==> src/hdl/pcd_pkg.sv <==
package pcd_pkg;

  localparam int unsigned CoordW = 16;
  localparam int unsigned LenW   = 15;
  localparam int unsigned DiffW  = 17;
  localparam int unsigned ProdW  = 33;
  localparam int unsigned ProjW  = 35;
  localparam int unsigned OffW   = 32;
  localparam int unsigned RelW   = 18;
  localparam int unsigned MagW   = 17;
  localparam int unsigned SqW    = 34;
  localparam int unsigned SumW   = 36;
  localparam int unsigned RootW  = 18;
  localparam int unsigned RemW   = RootW + 2;
  localparam int unsigned DistW  = RootW + 1;
  localparam int unsigned DvW    = DistW + 1;
  localparam int unsigned NumW   = 32;
  localparam int unsigned QuotW  = 18;
  localparam int unsigned ResW   = 33;
  localparam int unsigned OutW   = 32;
  localparam int unsigned FracShift = 14;
  localparam int unsigned RndHalf   = 8192;
  localparam int unsigned SqShift   = 8;
  localparam int unsigned SqHalf    = 128;

  typedef enum logic [2:0] {
    RegEndAX    = 3'd0,
    RegEndAY    = 3'd1,
    RegEndAZ    = 3'd2,
    RegAxisX    = 3'd3,
    RegAxisY    = 3'd4,
    RegAxisZ    = 3'd5,
    RegAxisLen  = 3'd6,
    RegRadius   = 3'd7
  } reg_idx_e;

  typedef struct packed {
    logic [2:0][CoordW-1:0] end_a;
    logic [2:0][CoordW-1:0] axis;
    logic [LenW-1:0]        axis_length;
    logic [LenW-1:0]        cap_radius;
  } cfg_t;

  typedef struct packed {
    logic [2:0][MagW-1:0] mag;
    logic [2:0]           neg;
    logic                 square_mode;
  } side_t;

  typedef struct packed {
    logic        en;
    logic        valid;
  } flow_t;

endpackage

==> src/hdl/pcd_sqrt.sv <==
module pcd_sqrt (
  input  logic                       clk_i,
  input  logic                       rst_ni,
  input  pcd_pkg::flow_t             flow_i,
  input  logic [pcd_pkg::SumW-1:0]   sum_i,
  input  pcd_pkg::side_t             side_i,
  output logic                       valid_o,
  output logic [pcd_pkg::RootW-1:0]  root_o,
  output logic [pcd_pkg::RemW-1:0]   rem_o,
  output pcd_pkg::side_t             side_o
);

  localparam int unsigned NumSt = pcd_pkg::RootW;

  logic [NumSt-1:0]          v_q;
  logic [pcd_pkg::SumW-1:0]  x_q    [NumSt];
  logic [pcd_pkg::RemW-1:0]  rem_q  [NumSt];
  logic [pcd_pkg::RootW-1:0] root_q [NumSt];
  pcd_pkg::side_t            side_q [NumSt];

  logic [pcd_pkg::SumW-1:0]  x_d    [NumSt];
  logic [pcd_pkg::RemW-1:0]  rem_d  [NumSt];
  logic [pcd_pkg::RootW-1:0] root_d [NumSt];

  always_comb begin
    logic [pcd_pkg::SumW-1:0]  xin;
    logic [pcd_pkg::RemW-1:0]  rin;
    logic [pcd_pkg::RootW-1:0] qin;
    logic [pcd_pkg::RemW+1:0]  trial, tval;
    for (int k = 0; k < NumSt; k++) begin
      xin = (k == 0) ? sum_i : x_q[(k == 0) ? 0 : k-1];
      rin = (k == 0) ? '0 : rem_q[(k == 0) ? 0 : k-1];
      qin = (k == 0) ? '0 : root_q[(k == 0) ? 0 : k-1];
      tval  = {rin, xin[pcd_pkg::SumW-1 -: 2]};
      trial = (pcd_pkg::RemW+2)'({qin, 2'b01});
      if (tval >= trial) begin
        rem_d[k]  = pcd_pkg::RemW'(tval - trial);
        root_d[k] = {qin[pcd_pkg::RootW-2:0], 1'b1};
      end else begin
        rem_d[k]  = tval[pcd_pkg::RemW-1:0];
        root_d[k] = {qin[pcd_pkg::RootW-2:0], 1'b0};
      end
      x_d[k] = {xin[pcd_pkg::SumW-3:0], 2'b00};
    end
  end

  always_ff @(posedge clk_i or negedge rst_ni) begin
    if (!rst_ni) begin
      v_q <= '0;
    end else if (flow_i.en) begin
      v_q <= {v_q[NumSt-2:0], flow_i.valid};
    end
  end

  always_ff @(posedge clk_i) begin
    if (flow_i.en) begin
      for (int k = 0; k < NumSt; k++) begin
        x_q[k]    <= x_d[k];
        rem_q[k]  <= rem_d[k];
        root_q[k] <= root_d[k];
        side_q[k] <= (k == 0) ? side_i : side_q[(k == 0) ? 0 : k-1];
      end
    end
  end

  assign valid_o = v_q[NumSt-1];
  assign root_o  = root_q[NumSt-1];
  assign rem_o   = rem_q[NumSt-1];
  assign side_o  = side_q[NumSt-1];

endmodule

==> config.mk <==
export PLATFORM = sky130hd
export DESIGN_NAME = pcd_sqrt
export DESIGN_NICKNAME = d
export VERILOG_FILES = /design/src/hdl/pcd_pkg.sv /design/src/hdl/pcd_sqrt.sv
export SDC_FILE = /design/constraint.sdc
export NUM_CORES = 2
export LEC_CHECK = 0
export BUFFER_PORTS_ARGS = -buffer_cell sky130_fd_sc_hd__buf_2
export CAP_MARGIN = 20
export CORE_AREA = 2 2 247 492
export DETAILED_ROUTE_END_ITERATION = 10
export DIE_AREA = 0 0 249 494
export GPL_ROUTABILITY_DRIVEN = 0
export PLACE_DENSITY = 0.85
export REMOVE_ABC_BUFFERS = 1
export SLEW_MARGIN = 5
export SYNTH_ARGS = -nofsm -noshare
export SYNTH_HDL_FRONTEND = slang
export SYNTH_SLANG_ARGS = --single-unit
export TNS_END_PERCENT = 10
==> constraint.sdc <==
create_clock -name clk_i -period 4.1 [get_ports clk_i]
set_input_delay 0.82 -clock clk_i [delete_from_list [all_inputs] [get_ports clk_i]]
set_output_delay 0.82 -clock clk_i [all_outputs]
set_load 0.02 [all_outputs]
**Word level (Yosys, flattened, before mapping)**

Memories as Yosys holds them, arrays and structs flattened.
Index checks and enable logic that the tools add are counted.

- Flip-flop bits (word level): 18
- RAM bits: 2286
- Bits of input ports: 95
- Output and inout bits: 94
- Logic and storage cells: 79
- Memories: 4

Memory list:

| name | depth | bits a word | rd ports | clocked after memory_dff | write ports | line | RTL |
|---|---|---|---|---|---|---|---|
| side_q | 18 | 55 | 18 | 0 | 18 | pcd_sqrt.sv:19 | `pcd_pkg::side_t side_q [NumSt];` |
| x_q | 18 | 34 | 17 | 0 | 18 | pcd_sqrt.sv:16 | `logic [pcd_pkg::SumW-1:0] x_q [NumSt];` |
| rem_q | 18 | 20 | 18 | 0 | 18 | pcd_sqrt.sv:17 | `logic [pcd_pkg::RemW-1:0] rem_q [NumSt];` |
| root_q | 18 | 18 | 18 | 0 | 18 | pcd_sqrt.sv:18 | `logic [pcd_pkg::RootW-1:0] root_q [NumSt];` |

- Add/subtract/negate cells: 18
- Magnitude comparators: 18
- Mux-type cells: 38

Operators with widths:

| kind | count |
|---|---|
| 22-bit by 20-bit greater-or-equal comparator with 1-bit output | 17 |
| 20-bit two-way mux | 18 |
| 20-bit subtractor | 17 |
| 1-bit two-way mux | 20 |
| 2-bit by 1-bit subtractor with 3-bit output, second input constant | 1 |
| 2-bit by 1-bit greater-or-equal comparator with 1-bit output, second input constant | 1 |

**Logic depth before layout (Yosys ltp)**

An unclocked memory read counts as a cell.

- Depth after elaboration: 3
- Gate-level depth with buffers: 12
- Gate-level depth less buffers: 12

**Least setup slack after synthesis**

Ideal clock, no wire load.

- Path kind: flip-flop to flip-flop
- From: memory rem_q[9][3] (netlist bit)
- To: memory rem_q[10][10] (netlist bit) (data pin)
- Library setup time: 260 ps
- Arrival time: 2567 ps
- Required time: 3840 ps
- Path slack: 1274 ps
- Stages on the path, launching flop included: 10
- Period minus slack after synthesis: 2826 ps
- Cells stage by stage: edfxtp_1 -> ha_1 -> a211oi_1 -> nor2_1 -> o311ai_0 -> a21boi_0 -> o22a_1 -> nor2_2 -> buf_4 -> mux2_2

RTL lines:

| what | line |
|---|---|
| start: declaration | pcd_sqrt.sv:17 |

==> reports/metrics.csv <==
metric,value,unit
Critical Path Start Type,register,
leading area contributor after synthesis,edfxtp_1,
arrival time worst endpoint,4110,ps
Netlist Area Pre-Place,68740,um2
CTS sink cnt,1822,
Yosys top cell area share,0.7881,
Multi-input gate area,12960,um2
count of input and output buffers,188,
number of max-cap violations,0,
total die area,123000,um2
WHS,221.1,ps
Hold Crit Class,in2reg,
synth unique cells,84,
GRT Residual Overflow,0,
synthesized flop and latch total,1822,
fillers,7874,
wire per inst,17.26,um
fin area,76850,um2
Synth Flop Type,edfxtp_1,
Num CTS Buffers,149,
RSZ-0062 raised after global routing,false,
FMAX,0.2780,GHz
number of remaining DRC errors,0,
cells resized by post-CTS repair,0,
setup TNS,0,ps
Synth top cells by count,"edfxtp_1, inv_1, ha_1, nand2_1, nor2_1",
Area after DPL,72040,um2
share of post-route cells with drive strength above 1,0.1254,
die height,494,um
FP Rows,179,
postcts setup bufs,0,
clk root buf,clkbuf_16,
Final Cycle Share,0.8774,
register area share after synthesis,0.7946,
hold depth,1,
maximum ir drop on the vdd rail,451.6,uV
R2R cell count,9,
CORE AREA,118900,um2
Nets,4630,
status,"complete, no violations",
cell with the most instances after synthesis,edfxtp_1,
clk_lat worst skew,770,ps
first-pass GRT wire length,166000,um
Worst setup EP type,register,
Synth Warn #,0,
clock tree buffer depth,3,
Pwr Total,41.55,mW
"Hold Vio Cnt, Final",0,
register area,54620,um2
DRT iter0 DRCs,2188,
drt first pass iters,8,
DP HPWL,67730,um
Pins Over Slew Limit,0,
fin util,0.6462,
vias in the first global route,34618,
routed vias,33438,
synthesis-to-layout area growth,11.80,%
Avg Inst Size Synth,17.16,um2
dominant cells by area after synthesis,"edfxtp_1, ha_1, xor2_1, xnor2_1, inv_1",
CP required,4610,ps
Synth Instances,4005,
largest net degree at the start of global routing,135,
power per cell area,540.6,nW/um2
post-place setup slack,544.5,ps
Slew HR,0.3298,
share of flip-flops with an asynchronous set or reset,0.009879,
"Reg clk slew, reported paths",70,ps
WL final,103500,um
critical path type,reg2reg,
Crit Path Max Fanout,11,
"Setup violations, final",0,
htree depth,4,
Total GRT Usage,0.1690,
final setup margin,502.5,ps
Post-synth EDFFs,1804,
initial antenna violation count,1,
fin crit period,3598,ps
leak pwr,27.91,nW
"non-filler cells, final",5997,
Initial Util,0.5780,
CTS tree,done,
clk_skew,21.66,ps
Via density,5.576,
antenna violation net count after detailed routing,0,
worst-margin pin slew,1003,ps
num ports,189,
DIE WIDTH,249,um
Placed Instances,5728,
-- repair_timing --
item,4_1_cts,5_1_grt
setup endpoints to repair,0,0
hold buffers,1,0
hold endpoints to repair,18,0
-- area by class of cell --
class | count | share of cell area
Antenna cell | 1 | 0.00003256
Clock buffer | 171 | 0.05042
Clock inverter | 95 | 0.01172
Inverter | 237 | 0.01158
Multi-Input combinational cell | 1882 | 0.1687
Sequential cell | 1822 | 0.7107
Tap cell | 1538 | 0.02504
Timing Repair Buffer | 251 | 0.02182
-- registers in the layout, indices dropped and copies added, names as in the netlist --
| signal | flops |
|---|---|
| v_q | 18 |
| side_q | 990 |
| x_q | 306 |
| root_q | 171 |
| rem_q | 337 |
-- critical path: stages, from the launching register on --
cell and delay, ps:
edfxtp_1 360, inv_1 50, ha_1 380, nand4_1 220
a211oi_1 140, o311ai_0 680, a21boi_0 260, o22a_1 310
nor2_2 520, mux2_2 420
-- cell families (layout without fill, tap and decap cells) --
| kind of cell | count (synthesis) | in the layout | share of synthesized area |
|---|---|---|---|
| xor gates and xnor gates | 252 | 252 | 0.03211 |
| muxes | 67 | 67 | 0.01079 |
| AOI/OAI and AO/OA | 580 | 580 | 0.05204 |
| buffers and inverters | 301 | 754 | 0.01682 |
| adders and majority gates | 192 | 192 | 0.03495 |
| and+or+nand+nor | 790 | 790 | 0.05863 |
| DFF | 1822 | 1822 | 0.7946 |
| other | 1 | 2 | 0.00005455 |
-- path summary, 6_finish.rpt --
| check | startpoint | endpoint | slack, ps |
|---|---|---|---|
| min | sum_i[32] | x_q[0][32] | 220 |
| max | root_q[9][3] | rem_q[10][11] | 500 |
| max reg2reg | root_q[9][3] | rem_q[10][11] | 500 |
| min in group asynchronous | rst_ni | v_q[17] | 520 |
| min reg2reg | side_q[2][17] | side_q[3][17] | 400 |
| max in group asynchronous | rst_ni | v_q[5] | 3300 |
-- placed cells by master (no fill, tap or decap), types with 23 or more instances in the layout --
master | synthesis | layout
nor2b_1 | 29 | 29
nor4_1 | 46 | 46
inv_1 | 235 | 235
ha_1 | 192 | 192
nand2_1 | 191 | 191
nor2_1 | 189 | 189
nand4_1 | 32 | 32
clkinv_2 | 0 | 23
buf_2 | 12 | 187
clkbuf_16 | 0 | 152
edfxtp_1 | 1804 | 1804
nand3_1 | 49 | 49
nor3_1 | 68 | 68
or3_1 | 38 | 38
buf_4 | 1 | 43
o21ai_0 | 171 | 171
o21a_1 | 29 | 29
xor2_1 | 141 | 141
mux2_2 | 57 | 57
or4_1 | 23 | 23
clkinv_1 | 1 | 29
a21oi_1 | 175 | 175
xnor2_1 | 111 | 111
a21o_1 | 37 | 37
nand2b_1 | 42 | 42
-- power by group --
part           switching [mW]  leakage (nW)  internal (mW)
Sequential              0.702          17.7           22.5
Combinational            2.72          7.90           1.81
Clock                    6.21          2.31           7.66
-- metal layers --
layer / share of wire / routed length [um] / vias up / track usage
met3: 0.038 / 3984 / 429 / 0.03037
met2: 0.56 / 57790 / 1035 / 0.3247
met5: 0 / 0 / - / 0
met4: 0.066 / 6818 / 0 / 0.1182
met1: 0.34 / 34890 / 16054 / 0.1600
li1: - / - / 15920 / -
No activity file was read; power rests on OpenSTA's default activity.
